--- src/rtl/bmpu_pkg.sv ---
package bmpu_pkg;

  localparam int MAX_BONES = 64;
  localparam int FRAC_BITS = 16;
  localparam int BONE_W = (MAX_BONES > 1) ? $clog2(MAX_BONES) : 1;
  localparam int GS_DEPTH = MAX_BONES * 16;
  localparam int GS_AW = $clog2(GS_DEPTH);
  localparam int ACC_W = 68;

  localparam logic CMD_LOCAL = 1'b0;
  localparam logic CMD_BIND  = 1'b1;

  // Floor shift by FRAC_BITS of an exact accumulator, then saturate to 32 bits.
  function automatic logic signed [31:0] sat_shift(input logic signed [ACC_W-1:0] acc);
    logic signed [ACC_W-1:0] sh;
    sh = acc >>> FRAC_BITS;
    if (sh > $signed({{(ACC_W-32){1'b0}}, 32'h7fffffff}))
      return 32'sh7fffffff;
    else if (sh < $signed({{(ACC_W-32){1'b1}}, 32'h80000000}))
      return 32'sh80000000;
    else
      return sh[31:0];
  endfunction

endpackage

--- src/rtl/bmpu_mac.sv ---
module bmpu_mac
  import bmpu_pkg::*;
(
  input  logic                    clk,
  input  logic                    clr,
  input  logic                    en,
  input  logic signed [31:0]      a,
  input  logic signed [31:0]      b,
  output logic signed [ACC_W-1:0] acc_r
);

  logic signed [63:0] prod_r;
  logic               prod_v_r;
  logic signed [ACC_W-1:0] acc_nxt;

  // A clear on the first product starts a fresh sum.
  logic clr_r;

  always_comb begin
    if (clr_r) acc_nxt = ACC_W'(prod_r);
    else       acc_nxt = acc_r + ACC_W'(prod_r);
  end

  // Product register, then accumulator.
  always_ff @(posedge clk) begin
    prod_r   <= a * b;
    prod_v_r <= en;
    clr_r    <= clr;
    if (prod_v_r) acc_r <= acc_nxt;
  end

endmodule

--- config.mk ---
export PLATFORM = sky130hd
export DESIGN_NAME = bmpu_mac
export DESIGN_NICKNAME = d
export VERILOG_FILES = /design/src/rtl/bmpu_pkg.sv /design/src/rtl/bmpu_mac.sv
export SDC_FILE = /design/constraint.sdc
export NUM_CORES = 2
export LEC_CHECK = 0
export BUFFER_PORTS_ARGS = -buffer_cell sky130_fd_sc_hd__buf_2
export CAP_MARGIN = 20
export CORE_MARGIN = 3
export CORE_UTILIZATION = 43
export CTS_CLUSTER_SIZE = 28
export DETAILED_ROUTE_END_ITERATION = 10
export PLACE_DENSITY = 0.71
export SKIP_LAST_GASP = 1
export SLEW_MARGIN = 10
export SYNTH_ARGS = -nofsm -noshare
export SYNTH_HDL_FRONTEND = slang
export SYNTH_SLANG_ARGS = --single-unit
--- constraint.sdc ---
create_clock -name clk -period 13.1 [get_ports clk]
set_clock_uncertainty 0.05 [all_clocks]
set_input_delay 0.655 -clock clk [delete_from_list [all_inputs] [get_ports clk]]
set_output_delay 0.655 -clock clk [all_outputs]
set_load 0.05 [all_outputs]
==> impl_metrics.py <==
metrics = {
    "global_route": {
        "overflow": 0,
        "antenna_found_initial": 12,
        "grt_pass1_vias": 34600,
        "grt_pass1_wl_mm": 194,
        "grt_max_degree": 99,
        "globalRouteTotalUtil_pct": 23.2,
    },
    "detailed_routing": {
        "drt-total-wl_mm": 121,
        "drc": 0,
        "vias_per_cell": 5.30,
        "wl_per_cell_um": 20.2,
        "drtIter0Drc": 2468,
        "ant_nets": 0,
        "first_pass_iters": 5,
        "via_count": 31900,
    },
    "setup_path": {
        "cp.depth": 24,
        "critPathLaunchType": "primary input",
        "end_kind": "flip-flop",
        "worst-path-buf-inv": 6,
        "crit_path_max_incr_delay_ns": 1.07,
        "path_max_fanout": 32,
        "worstPathCellList": "buf_2 > nand2_1 > inv_1 > fa_1 > fa_1 > fa_1 > fa_1 > inv_1 > fa_1 > inv_1 > fa_1 > inv_1 > fa_1 > inv_1 > fa_1 > ha_1 > and3_1 > nand2_1 > or4_1 > a21oi_1 > nor3_2 > o21ai_1 > a21oi_1 > xnor2_1",
        "cp.arrival_ns": 8.83,
        "cp_common_cell": "fa_1",
        "critPathTopFamily": "adder cells",
        "critPathSlowestCell": "fa_1",
        "required_ns": 13.42,
        "rr_worst_depth": 14,
        "critical_path_class": "primary input to flip-flop",
    },
    "layout": {
        "nets": 6052,
        "multi_input_area_um2": 36200,
        "seqCellArea_um2": 3370,
        "drive_gt1_share_pct": 4.94,
        "n_fill_cell": 9526,
        "area_growth_pct": 5.21,
    },
    "clocking": {
        "cts.clk_slew.worst_paths_ns": 0.05,
        "insertion_delay_ns": 0.49,
        "ctsResizeCount": 0,
        "cts_tree": "built",
        "cts.sinks": 134,
        "clockBufferDepth": 3,
        "clock-root-buffer": "clkbuf_16",
        "cts_max_level": 4,
        "hold_buffers": 0,
        "cts_setup_buffers": 0,
        "cts_made_buffers": 25,
    },
    "sta": {
        "hold_viol_final": 0,
        "rsz0062_at_grt": "false",
        "fin_crit_ns": 8.51,
        "fmax_mhz": 118,
        "setup-tns-final_ns": 0,
        "finalCritPeriodShare_pct": 64.9,
        "slew_viol_final": 0,
        "worstMarginPinSlew_ns": 0.980,
        "slew_headroom_pct": 34.7,
        "setup_viol": 0,
    },
    "synthesis": {
        "netlist.area_leader.share_pct": 49.1,
        "synthTopCellsByCount": "fa_1 (1083), inv_1 (993), nand2_1 (612), and2_1 (528), ha_1 (251)",
        "ys_ff_latch": 134,
        "ys_types": 83,
        "postSynthCellCount": 4710,
        "yosysWarnings": 0,
        "synth_seq_area_share_pct": 7.61,
        "synth_flop_cell": "edfxtp_1",
        "synthesis.area_um2": 44200,
        "synth_async_sr_flop_share_pct": 0,
        "synthesis.nets": 6111,
        "yosys-top-cells-area": "fa_1 (49%), inv_1 (8.4%), and2_1 (7.5%), ha_1 (7.1%), nand2_1 (5.2%)",
        "synth_top_cell_by_area": "fa_1",
        "syn_avg_cell_area_um2": 9.38,
        "synth-edff-count": 68,
        "yosysMostFrequentCell": "fa_1",
    },
    "min_path": {
        "min_path_type": "primary input to flip-flop",
        "hold_depth": 1,
    },
    "floorplan": {
        "fp.dieH_um": 327,
        "core_area_um2": 101000,
        "die-area_um2": 107000,
        "floorplan.die.width_um": 327,
        "io_pins": 135,
        "initial_utilization_pct": 43.7,
        "num_rows": 116,
    },
    "run": {
        "maxCapViolCount": 0,
    },
    "place": {
        "port-buffer-count": 134,
        "hpwlAfterDp_mm": 95.7,
        "gp_congestion": 0.910,
    },
    "status": {
        "status": "complete, no violations",
    },
}
[placed cells by master (no fill, tap or decap), types with 5 or more instances in the layout]
cell and instances:
buf_4 16, nand2_1 612, nor3_1 18, a31oi_1 10, nand4_1 17, xnor2_1 87
a211oi_1 9, o21bai_1 18, nand2b_1 29, a221oi_1 5, xor2_1 47, fa_1 1083
and2_1 528, edfxtp_1 68, o21ai_0 120, o21a_1 11, nor2_1 86, dfxtp_1 64
a21o_1 88, o31ai_1 5, a21oi_1 135, or3_1 5, nand3_1 24, buf_2 134
nor2b_1 21, o21ai_2 9, inv_1 993, clkbuf_16 26, and3_1 17, a211oi_2 5
ha_1 251, diode_2 5, a21oi_2 5, o21ai_1 11
[registers in the layout, summed over array words and instances (netlist names)]
register and count:
prod_v_r 1, clr_r 1, prod_r 64, acc_r 68
[through the flow]
step,setup slack [ns],utilization [%],hold slack [ns],area (um^2),std cells
after global placement,4.30,45.3,0.479,45800,5981
after floorplan,5.21,-,0.460,44200,4710
after CTS,4.64,46.0,0.197,46500,6014
final,4.59,46.0,0.220,46500,6019
after detailed placement,4.13,45.3,0.488,45800,5981
after global routing,4.16,46.0,0.208,46500,6015
[metal layers]
| metal | global-route usage, % | wire, um |
|---|---|---|
| met4 | 5.77 | 2910 |
| met5 | 0 | 51 |
| met1 | 32.8 | 52200 |
| met2 | 34.6 | 51700 |
| met3 | 7.48 | 14400 |
[final cells by class]
class                      instances  share of cell area, %
timing repair buffer             150                   1.70
antenna                            5                 0.0269
multi-input combinational       3347                   77.9
tap                             1357                   3.65
inverter                         993                   8.02
clock inverter                     3                 0.0269
sequential                       134                   7.25
clock buffer                      30                   1.45
[path summary, 6_finish.rpt]
| path | end | slack, ns | from |
|---|---|---|---|
| worst max register to register | acc_r[60] | 9.22 | acc_r[0] |
| worst min-delay path | clr_r | 0.22 | clr |
| worst min register to register | acc_r[45] | 0.49 | prod_r[45] |
| worst max-delay path | prod_r[63] | 4.59 | b[2] |
[cells by family (layout without fill, tap and decap cells)]
| group | after synthesis | after routing | share of synthesized area, % |
|---|---|---|---|
| other | 0 | 5 | 0 |
| and+or+nand+nor | 1386 | 1386 | 15.7 |
| adders and majority gates | 1334 | 1334 | 56.2 |
| DFF | 134 | 134 | 7.61 |
| xor gates and xnor gates | 134 | 134 | 2.66 |
| AOI/OAI and AO/OA | 487 | 487 | 7.25 |
| buffers and inverters | 1229 | 1176 | 10.5 |
| muxes | 6 | 6 | 0.147 |
Power is not shown: default switching activity piles up to over one toggle a cycle in this logic, so the estimate is an artifact.
