### config.mk
export PLATFORM = sky130hd
export DESIGN_NAME = bmpu_ram
export DESIGN_NICKNAME = d
export VERILOG_FILES = /design/src/rtl/bmpu_ram.sv
export SDC_FILE = /design/constraint.sdc
export NUM_CORES = 1
export LEC_CHECK = 0
export BUFFER_PORTS_ARGS = -buffer_cell sky130_fd_sc_hd__buf_2
export CAP_MARGIN = 5
export CORE_ASPECT_RATIO = 1.75
export CORE_UTILIZATION = 40
export DETAILED_ROUTE_END_ITERATION = 8
export PLACE_DENSITY = 0.54
export SYNTH_ARGS = -nofsm -noshare
export SYNTH_HDL_FRONTEND = slang
export SYNTH_SLANG_ARGS = --single-unit
### constraint.sdc
create_clock -name clk -period 7.86 [get_ports clk]
set_input_delay 0.786 -clock clk [delete_from_list [all_inputs] [get_ports clk]]
set_output_delay 0.786 -clock clk [all_outputs]
set_load 0.03 [all_outputs]
### src/rtl/bmpu_ram.sv
module bmpu_ram #(
  parameter int WIDTH = 32,
  parameter int DEPTH = 16
) (
  input  logic                     clk,
  input  logic                     we,
  input  logic [$clog2(DEPTH)-1:0] waddr,
  input  logic [WIDTH-1:0]         wdata,
  input  logic [$clog2(DEPTH)-1:0] raddr,
  output logic [WIDTH-1:0]         rdata
);

  logic [WIDTH-1:0] mem [DEPTH];

  // One write port, one registered read port.
  always_ff @(posedge clk) begin
    if (we) mem[waddr] <= wdata;
    rdata <= mem[raddr];
  end

endmodule

==> results of run 1 <==
-- power by group --
part	total (uW)	switching, uW	internal, uW	leakage [uW]
clock	2220	980	1240	0.000719
combinational	310	196	114	0.00156
sequential	3260	20.3	3240	0.00489
total	5790	1200	4590	0.00718
-- worst min path at each step --
stage	start	end	slack [ns]	cells past startpoint
final	wdata[13]	mem[15][13]	0.60	1
after detailed placement	mem[6][16]	rdata[16]	0.66	3
after global placement	mem[12][19]	rdata[19]	0.65	3
after CTS	wdata[13]	mem[15][13]	0.57	1
after floorplan	mem[14][0]	rdata[0]	0.63	3
after global routing	wdata[13]	mem[12][13]	0.59	1
-- cell usage in the layout (no fill, tap or decap) --
cell type / Yosys / layout
nand3b_1: 2 / 2
nor3_2: 0 / 4
bufinv_16: 0 / 2
a22oi_1: 64 / 64
nand2b_1: 2 / 2
clkbuf_1: 17 / 9
clkbuf_8: 0 / 5
edfxtp_1: 512 / 512
dfxtp_1: 32 / 32
clkinv_2: 0 / 7
buf_4: 11 / 26
nor2_4: 0 / 13
buf_2: 4 / 71
nand2_1: 33 / 33
clkinvlp_4: 0 / 1
nor2b_4: 0 / 2
mux4_2: 128 / 128
clkbuf_16: 0 / 49
and2_2: 0 / 1
or3b_2: 1 / 1
clkinv_1: 0 / 13
nand3_1: 1 / 1
-- per-stage QoR --
stage	setup WS (ns)	cell area, sq um	cells	total power, uW	util (%)
final	5.23	22600	1632	5790	46.3
after global routing	4.94	22600	1632	5970	46.3
after CTS	5.12	22600	1632	5850	46.3
after detailed placement	4.54	21100	1547	3640	43.3
after global placement	4.53	21100	1547	3640	43.3
after floorplan	3.89	19900	838	3510	-
-- logic make-up after synthesis --
group,count (synthesis),share of synthesized area (%)
muxes,128,14.5
AOI/OAI and AO/OA,64,2.42
and+or+nand+nor,59,1.27
DFF,544,80.7
buffers and inverters,43,1.12
-- sequential cells by signal, indices dropped and copies added (netlist names) --
name and flops:
mem 512, rdata 32
-- metal layers --
metal | vias up | wire (um)
met5 | - | 26
met4 | 4 | 1050
met3 | 71 | 1830
met2 | 212 | 21700
met1 | 4779 | 17400
li1 | 3766 | -
-- final cells by class --
class,instances,area (sq um),share of cell area [%]
clock buffers,62,1320,5.81
clock inverters,23,151,0.669
multi-input cells,251,3750,16.6
flip-flops and latches,544,16000,70.8
well taps,654,818,3.62
repair buffers,98,564,2.50
==> summary.txt, run 1 <==
Run status
  • Outcome: finished clean

Placement
  • Number of port buffers: 73
  • GPL Wtd Cong: 0.670
  • Detailed Place HPWL: 21000 um

STA
  • Fin Setup TNS: 0 ns
  • Max Slew Vio Count: 0
  • Slew HR: 32.7%
  • RSZ-0062 raised after global routing: false
  • Fmax: 380 MHz
  • Tcrit/Tclk final: 33.5%
  • Fin. Hold Viols: 0
  • Skew final: 0.0137 ns
  • Hold slack: 0.597 ns
  • Post-layout min period: 2.63 ns
  • Worst Tran Pin Value: 1.01 ns
  • Final setup viols: 0

Clocking
  • CTS clk-pin slew, worst paths: 0.06 ns
  • Post-CTS Resized: 0
  • Clk root buf: clkbuf_16
  • CTS Buffer Depth: 3
  • Total CTS buffers: 47
  • Post-CTS setup buffer count: 0
  • Sink Count: 544
  • CTS tree: built
  • CTS H-tree lvls: 2
  • Hold_buf cts: 0
  • Clk_lat worst skew: 0.55 ns

Floorplan
  • Rows: 107
  • Top Ports: 74
  • Initial Util: 40.6%
  • DIE WIDTH: 170 um
  • Area of the core: 0.0489 sq mm
  • Die height: 297 um
  • Die area: 0.0506 sq mm

Routing
  • DRT Pass-1 Iters: 5
  • Final WL: 42000 um
  • WL/cell: 25.7 um
  • Vias: 8832
  • DRT antenna net count: 0
  • Post-route DRC: 0
  • 1st-iter DRT viols: 690
  • Via/cell ratio: 5.41

Worst setup path
  • Levels on crit path: 5
  • CP bufs+invs: 2
  • Req. time, crit path: 8.28 ns
  • Critical path origin: raddr[0]
  • Crit-path leading delay family: buffers and inverters
  • Crit Reg-Reg Startpoint: mem[11][29]
  • Crit end category: flip-flop
  • Arr. time, crit path: 3.06 ns
  • Crit Path Category: primary input to flip-flop
  • Max stage delay on crit path: 0.82 ns
  • Setup slack, reg-to-reg: 6.50 ns
  • CP Capture Point: rdata[29]
  • Reg2reg path depth: 3
  • R2r endpoint: rdata[29]
  • Startpoint types: primary input
  • Critical path cell sequence: clkbuf_8, buf_4, mux4_2, a22oi_1, nand2_1
  • Critical path's slowest cell: buf_4
  • CP max FO: 46

Pwr
  • Worst IR drop on VDD: 0.137 mV
  • Cell Pwr Density: 256 mW/mm^2
  • Leakage power: 0.00718 uW

Synth
  • Post-synth cell types: 18
  • Post-synth top area share: 77.4%
  • Top-count cell post-synth: edfxtp_1
  • Post-Syn Instances: 838
  • Syn_area_per_cell: 23.7 sq um
  • Top cells by area, synth: edfxtp_1 (77%), mux4_2 (15%), dfxtp_1 (3.2%)
  • Leading area contributor after synthesis: edfxtp_1
  • Yosys reg bits: 544
  • YS warnings: 0
  • Commonest cells post-synth: edfxtp_1 (512), mux4_2 (128), a22oi_1 (64)
  • Post-Synthesis Cell Area: 0.0199 sq mm
  • Ys async rst share: 0%
  • Main synth FF type: edfxtp_1
  • Synthesized Nets: 880
  • Post-synth EDFFs: 512
  • Sequential area share after synthesis: 80.7%

GRT
  • Largest net degree at the start of global routing: 50
  • GRT met1 Usage: 22.5%
  • Initial antenna violation count: 4
  • Grt peak-use layer: met2
  • GRT Total Usage: 17.3%
  • Met2 Use GR: 29.7%
  • Vias in the first global route: 9519
  • Overflow after GRT: 0
  • Met3 GRT Util: 2.44%
  • First-pass GRT wire length: 62400 um

Layout
  • Final nets: 984
  • Layout cells sized above 1: 31.7%
  • Layout fillers: 4027
  • Area Growth Syn to Fin: 13.9%
  • Antenna cells: 0

Hold path
  • Hold WC Path Type: primary input to flip-flop

Run
  • Max-cap violations: 0
Power figures use the tool's default switching activity.
==> run 2: changes to the inputs <==
--- a/config.mk
+++ b/config.mk
@@ -10,7 +10,7 @@
 export CORE_ASPECT_RATIO = 1.75
 export CORE_UTILIZATION = 40
 export DETAILED_ROUTE_END_ITERATION = 8
-export PLACE_DENSITY = 0.54
+export PLACE_DENSITY = 0.56
 export SYNTH_ARGS = -nofsm -noshare
 export SYNTH_HDL_FRONTEND = slang
 export SYNTH_SLANG_ARGS = --single-unit
==> constraint.sdc (replaced) <==
create_clock -name clk -period 2.2 [get_ports clk]
set_input_delay 0.22 -clock clk [delete_from_list [all_inputs] [get_ports clk]]
set_output_delay 0.22 -clock clk [all_outputs]
set_load 0.03 [all_outputs]
==> run 2 against run 1 <==
  * Critical path type is now flip-flop to output pin
  * Wire length grew 4.7%
  * Final cell count increased by 2.9%
  * Die area did not move
  * First-iteration DRC count is 1.7% lower
  * Global-route usage increased by 0.81 points
  * Largest cell class unchanged
  * Critical endpoint is now rdata[14]
  * Utilization increased by 1.9 points
==> summary.txt, run 2 (synthesis results as in run 1) <==
Run status
  • Outcome: finished clean

Floorplan
  • Initial Util: 40.6% (unchanged)
  • Top Ports: 74 (unchanged)
  • Die height: 297 um (unchanged)
  • DIE WIDTH: 170 um (unchanged)
  • Area of the core: 0.0489 sq mm (unchanged)
  • Die area: 0.0506 sq mm (unchanged)
  • Rows: 107 (unchanged)

Routing
  • DRT antenna net count: 0 (unchanged)
  • Post-route DRC: 0 (unchanged)
  • Final WL: 44000 um (+4.7%)
  • Vias: 8965 (+1.5%)
  • WL/cell: 26.2 um (+1.7%)
  • DRT Pass-1 Iters: 5 (unchanged)
  • 1st-iter DRT viols: 678 (-1.7%)
  • Via/cell ratio: 5.34 (-1.4%)

Hold path
  • Hold WC Path Type: primary input to flip-flop

Pwr
  • Leakage power: 0.00758 uW (+5.6%)
  • Gate power share: 5.7% (+0.3 points)
  • Worst IR drop on VDD: 0.539 mV (+290%)
  • Sw frac: 20.8% (+0.088 points)
  • Total Power: 21700 uW (+270%)
  • Cell internal pwr: 17200 uW (+270%)
  • Cell Pwr Density: 923 mW/mm^2 (+260%)
  • Flop pwr share: 53.6% (-2.7 points)
  • Clock share of power: 40.7% (+2.4 points)
  • NetSw: 4510 uW (+280%)

GRT
  • Largest net degree at the start of global routing: 53 (+6.0%)
  • Initial antenna violation count: 5 (+1)
  • GRT Total Usage: 18.1% (+0.81 points)
  • Overflow after GRT: 0 (unchanged)
  • First-pass GRT wire length: 64600 um (+3.6%)
  • Vias in the first global route: 9566 (+0.49%)

STA
  • RSZ-0062 raised after global routing: false
  • Slew HR: 56.8% (+24 points)
  • Fmax: 652 MHz
  • Fin Setup TNS: 0 ns (unchanged)
  • Skew final: 0.0261 ns (+0.0124 ns)
  • Max Slew Vio Count: 0 (unchanged)
  • Worst Tran Pin Value: 0.647 ns (-0.362 ns)
  • Hold slack: 0.00870 ns (-0.588 ns)
  • Fin. Hold Viols: 0 (unchanged)
  • Tcrit/Tclk final: 69.7%
  • Final setup viols: 0 (unchanged)
  • Post-layout min period: 1.53 ns

Clocking
  • Clk_lat worst skew: 0.58 ns (+0.03 ns)
  • Sink Count: 544 (unchanged)
  • CTS Buffer Depth: 3 (unchanged)
  • Clk root buf: clkbuf_16
  • CTS clk-pin slew, worst paths: 0.07 ns (about the same)
  • Total CTS buffers: 48 (+2.1%)
  • Post-CTS setup buffer count: 0 (unchanged)
  • CTS tree: built
  • CTS H-tree lvls: 2 (unchanged)

Layout
  • Layout Cells excl Fill: 1680 (+2.9%)
  • Layout cells sized above 1: 34.7% (+3.0 points)
  • Most common cell after layout, fill and taps aside: edfxtp_1
  • Registers with the most flip-flops: mem: 512 flops, rdata: 32 flops
  • Largest reg by FF count: mem
  • Final Util: 48.1% (+1.9 points)
  • Max reg flops: 512 (unchanged)
  • Layout fillers: 3929 (-2.4%)
  • Area Growth Syn to Fin: 18.5%
  • Most frequent cells in the layout: edfxtp_1 (512), mux4_2 (128), buf_2 (71), a22oi_1 (64), clkbuf_16 (48)
  • Final nets: 1027 (+4.4%)

Run
  • Max-cap violations: 0 (unchanged)

Placement
  • GPL Wtd Cong: 0.719 (+7.3%)
  • Dpl cells: 1581 (+2.2%)
  • Number of port buffers: 73 (unchanged)
  • Detailed Place HPWL: 24800 um (+18%)

Worst setup path
  • Max stage delay on crit path: 0.48 ns (-0.34 ns)
  • Crit Path Category: flip-flop to output pin
  • CP max FO: 1 (-98%)
  • Req. time, crit path: 1.98 ns (-6.30 ns)
  • Critical path's slowest cell: dfxtp_1
  • Startpoint types: flip-flop
  • Crit-path leading delay family: flip-flops
  • Critical path cell sequence: buf_2
  • CP bufs+invs: 1 (-1)
  • Crit end category: output pin
  • Arr. time, crit path: 1.31 ns (-1.75 ns)
[run 2: cell count changes in the layout (fill, tap and decap cells not counted), moves of 5 or more]
cell | previous run | this run
buf_12 | 0 | 28
clkinv_1 | 13 | 1
dlygate4sd3_1 | 0 | 8
buf_4 | 26 | 32
bufinv_16 | 2 | 8
clkbuf_1 | 9 | 14
[run 2: area by class of cell]
type / instances / area, sq um / share of cell area [%]
Clock buffer: 66 / 1310 / 5.56
Clock inverter: 23 / 349 / 1.48
Multi-Input combinational cell: 251 / 3770 / 16.0
Antenna cell: 2 / 5.00 / 0.0213
Tap cell: 654 / 818 / 3.48
Sequential cell: 544 / 16000 / 68.1
Timing Repair Buffer: 140 / 1250 / 5.31
[run 2: timing repair]
| action | CTS | global route |
|---|---|---|
| hold buffers | 8 | 0 |
| resized for setup | 0 | 0 |
| hold endpoints to repair | 106 | 0 |
[run 2: power groups by stage]
stage | Combinational, uW | Clock [uW] | Sequential (uW)
finish | 1240 | 8840 | 11600
global route | 1330 | 9370 | 11700
CTS | 1270 | 9030 | 11600
detailed placement | 1250 | 0 | 11900
global placement | 1240 | 0 | 11900
floorplan | 560 | 0 | 12000
[run 2: per-layer routing]
layer	GRT usage (%)	routed length, um
met5	0	35
met4	5.88	986
met3	2.62	1660
met2	33.1	24700
met1	21.6	16600
[run 2: worst paths after layout]
path              slack, ns          to        start  cells after the start
setup reg to reg       0.83   rdata[10]   mem[1][10]                      3
hold / removal        0.009  mem[4][11]    wdata[11]                      1
hold reg to reg        0.67   rdata[25]  mem[12][25]                      3
setup / recovery       0.67   rdata[14]    rdata[14]                      1
[run 2: metrics by stage]
| step | worst slack, ns | area, sq um |
|---|---|---|
| 4_1_cts | 0.660 | 23500 |
| 5_1_grt | 0.660 | 23500 |
| 3_5_place_dp | 0.384 | 21800 |
| 6_report | 0.667 | 23500 |
| 3_3_place_gp | 0.393 | 21800 |
| 2_1_floorplan | -0.348 | 19900 |
==> run 3: changes to the inputs <==
--- a/config.mk
+++ b/config.mk
@@ -5,12 +5,13 @@
 export SDC_FILE = /design/constraint.sdc
 export NUM_CORES = 1
 export LEC_CHECK = 0
+export ABC_AREA = 1
 export BUFFER_PORTS_ARGS = -buffer_cell sky130_fd_sc_hd__buf_2
 export CAP_MARGIN = 5
 export CORE_ASPECT_RATIO = 1.75
 export CORE_UTILIZATION = 40
 export DETAILED_ROUTE_END_ITERATION = 8
-export PLACE_DENSITY = 0.56
+export PLACE_DENSITY = 0.55
 export SYNTH_ARGS = -nofsm -noshare
 export SYNTH_HDL_FRONTEND = slang
 export SYNTH_SLANG_ARGS = --single-unit
==> constraint.sdc (replaced) <==
create_clock -name clk -period 1.2 [get_ports clk]
set_input_delay 0.12 -clock clk [delete_from_list [all_inputs] [get_ports clk]]
set_output_delay 0.12 -clock clk [all_outputs]
set_load 0.03 [all_outputs]
==> run 3 against run 2 <==
  * The run now ends with setup timing left
  * Die area is 14% higher
  * Combinational power rose to 2.6 times the previous value
  * Synthesized area up 14%
  * Utilization rose by 0.10 points
  * Worst hold slack gained 0.066 ns
  * Global-route usage is 2.1 points higher
  * Worst setup slack worse by 0.68 ns
  * First-iteration DRC count rose by 87%
  * Clock power rose by 74%
  * Final cell count is 80% higher
  * Critical endpoint is now rdata[21]
  * Highest routed layer is now met4
==> summary.txt, run 3 <==
Synth
  • Synthesized Nets: 2162 (+150%)
  • Sequential area share after synthesis: 70.5% (-10 points)
  • Yosys reg bits: 544 (unchanged)
  • Main synth FF type: edfxtp_1
  • Ys async rst share: 0% (unchanged)
  • Top-count cell post-synth: nand2_1
  • Mux share of post-synthesis cell area: 0% (-15 points)
  • Leading area contributor after synthesis: edfxtp_1
  • Commonest cells post-synth: nand2_1 (677), edfxtp_1 (512), inv_1 (388)
  • Simple-Gate Fraction of Synth Area: 20.0% (+19 points)
  • Post-Syn Instances: 2120 (+150%)
  • Complex-gate fraction of the synthesized area: 0% (-2.4 points)
  • Top cells by area, synth: edfxtp_1 (68%), nand2_1 (11%), nand3_1 (8.5%)
  • Syn_area_per_cell: 10.7 sq um (-55%)
  • Largest family of logic cells by synthesized area: simple AND/OR/NAND/NOR gates
  • Post-synth EDFFs: 512 (unchanged)
  • Post-Synth Adder-Cell Area: 0% (unchanged)
  • YS warnings: 0 (unchanged)
  • XOR/XNOR Fraction of Synth Area: 0% (unchanged)
  • Post-synth cell types: 15 (-3)
  • Post-Synthesis Cell Area: 0.0227 sq mm (+14%)
  • Post-synth top area share: 67.6% (-9.8 points)

STA
  • Tcrit/Tclk final: 101%
  • Post-layout min period: 1.21 ns
  • Worst Tran Pin Value: 0.352 ns (-0.294 ns)
  • Final setup viols: 2 (+2)
  • Max Slew Vio Count: 0 (unchanged)
  • Hold slack: 0.0747 ns (+0.0660 ns)
  • Fin. Hold Viols: 0 (unchanged)
  • Fin Setup TNS: -0.0114 ns (-0.0114 ns)
  • Slew HR: 76.5% (+20 points)
  • Worst setup margin: -0.0105 ns (-0.677 ns)
  • RSZ-0062 raised after global routing: true
  • Fmax: 826 MHz
  • Skew final: 0.0250 ns (-0.00107 ns)

Routing
  • WL/cell: 18.7 um (-29%)
  • Via/cell ratio: 4.90 (-8.2%)
  • Vias: 14.8k (+65%)
  • Final WL: 56400 um (+28%)
  • Post-route DRC: 0 (unchanged)
  • DRT antenna net count: 0 (unchanged)
  • DRT Pass-1 Iters: 5 (unchanged)
  • 1st-iter DRT viols: 1267 (+87%)

Worst setup path
  • Reg2reg path depth: 6 (+3)
  • Crit end category: output pin
  • Arr. time, crit path: 1.09 ns (-0.22 ns)
  • Req. time, crit path: 1.08 ns (-0.90 ns)
  • Startpoint types: flip-flop
  • R2r endpoint: rdata[2]
  • Crit-path leading delay family: flip-flops
  • Crit Path Category: flip-flop to output pin
  • Crit Reg-Reg Startpoint: mem[5][2]
  • Max stage delay on crit path: 0.37 ns (-0.11 ns)
  • Critical path's slowest cell: dfxtp_4
  • CP max FO: 1 (unchanged)
  • Critical path cell sequence: buf_6
  • Setup slack, reg-to-reg: 0.16 ns (-0.67 ns)
  • CP bufs+invs: 1 (unchanged)

Floorplan
  • Area of the core: 0.0561 sq mm (+15%)
  • Rows: 115 (+7.5%)
  • Die area: 0.0578 sq mm (+14%)
  • Initial Util: 40.5% (-0.12 points)
  • DIE WIDTH: 182 um (+6.9%)
  • Top Ports: 74 (unchanged)
  • Die height: 317 um (+7.0%)

GRT
  • Initial antenna violation count: 0 (-5)
  • GRT Total Usage: 20.2% (+2.1 points)
  • Overflow after GRT: 0 (unchanged)
  • Largest net degree at the start of global routing: 58 (+9.4%)
  • First-pass GRT wire length: 88100 um (+36%)
  • Vias in the first global route: 15.2k (+59%)

Layout
  • Antenna cells: 0 (-2)
  • Layout fillers: 5024 (+28%)
  • Layout Cells excl Fill: 3021 (+80%)
  • Largest reg by FF count: mem
  • Layout cells sized above 1: 12.9% (-22 points)
  • Registers with the most flip-flops: mem: 512 flops, rdata: 32 flops
  • Most common cell after layout, fill and taps aside: nand2_1
  • Max reg flops: 512 (unchanged)
  • Final nets: 2321 (+130%)
  • Area Growth Syn to Fin: 19.1%
  • Area occupied by multi-input gates: 0.00472 sq mm (+25%)
  • Register area: 0.0161 sq mm (+0.23%)
  • Most frequent cells in the layout: nand2_1 (672), edfxtp_1 (512), inv_1 (384), nand3_1 (384), buf_4 (60)

Clocking
  • CTS tree: built
  • CTS H-tree lvls: 2 (unchanged)
  • Clk_lat worst skew: 0.59 ns (about the same)
  • Sink Count: 544 (unchanged)
  • Post-CTS setup buffer count: 0 (unchanged)
  • CTS Buffer Depth: 3 (unchanged)
  • Total CTS buffers: 48 (unchanged)
  • CTS clk-pin slew, worst paths: 0.07 ns (about the same)
  • Clk root buf: clkbuf_16

Hold path
  • Hold WC Path Type: primary input to flip-flop
  • Hold endpoint: rdata[10]
  • Hold path depth: 4 (+3)
  • Hold path start: raddr[3]

Pwr
  • Leakage power: 0.0115 uW (+51%)
  • Cell Pwr Density: 1480 mW/mm^2 (+60%)
  • Total Power: 40000 uW (+84%)
  • Worst IR drop on VDD: 1.22 mV (+130%)

Run
  • Max-cap violations: 0 (unchanged)

Placement
  • GPL Wtd Cong: 0.797 (+11%)
  • Post-place setup slack: -0.119 ns (-0.503 ns)
  • Dpl cells: 2899 (+83%)
  • Number of port buffers: 73 (unchanged)
  • Detailed Place HPWL: 35200 um (+42%)

Run status
  • Failing checks: setup timing
  • Outcome: finished with violations
run 3: cell count changes in the layout (fill, tap and decap cells not counted), sizes merged, moves of 6 or more:
cell	before	now
clkinv	11	17
dlygate4sd3	8	32
inv	2	389
mux4	128	0
a22oi	64	0
nand3	1	385
nand2	33	677
buf	131	181
run 3: repair_timing:
action	CTS	global route
setup endpoints to repair	32	15
gates resized for setup	82	2
hold buffers	32	0
endpoints found under the hold margin	512	0
run 3: report_power, final:
part	internal [uW]	switching [uW]
Sequential	21200	161
Combinational	1170	2080
Clock	8550	6820
Total	31000	9070
run 3: metrics by stage:
step | util (%) | area, sq um
CTS | 48.2 | 27100
global route | 48.2 | 27100
floorplan | - | 22900
global placement | 44.5 | 25000
finish | 48.2 | 27100
detailed placement | 44.5 | 25000
run 3: area by class of cell:
| cell class | instances | area share (%) |
|---|---|---|
| Timing Repair Buffer | 214 | 8.84 |
| Sequential cell | 544 | 59.3 |
| Clock inverter | 22 | 0.698 |
| Inverter | 390 | 5.46 |
| Tap cell | 702 | 3.24 |
| Multi-Input combinational cell | 1081 | 17.4 |
| Clock buffer | 68 | 5.02 |
run 3: metal layers:
metal / vias to the layer above / part of all wire [%] / GRT usage (%) / routed length (um)
met2: 351 / 52 / 36.7 / 29300
li1: 7157 / - / - / -
met3: 101 / 3.7 / 2.31 / 2060
met1: 7198 / 41 / 24.3 / 23200
met5: - / 0 / 0 / 0
met4: 0 / 3.3 / 7.93 / 1850
run 3: cells by family after synthesis:
group	Yosys count
AND/OR/NAND/NOR	1081
flip-flops	544
buffers and inverters	495
run 3: worst register-to-register path, cell delays in order, from the launching register on:
cell and delay, ns:
edfxtp_1 0.35, inv_1 0.06, nand2_1 0.05, nand3_1 0.08
nand3_1 0.16, nand3_1 0.15, nand2_1 0.08
run 3: worst max path at each step:
stage	from	cells past startpoint	endpoint
after floorplan	waddr[2]	2	mem[10][0]
final	rdata[21]	1	rdata[21]
after global routing	rdata[21]	1	rdata[21]
after detailed placement	raddr[0]	8	rdata[19]
after global placement	raddr[0]	8	rdata[19]
after CTS	rdata[21]	1	rdata[21]
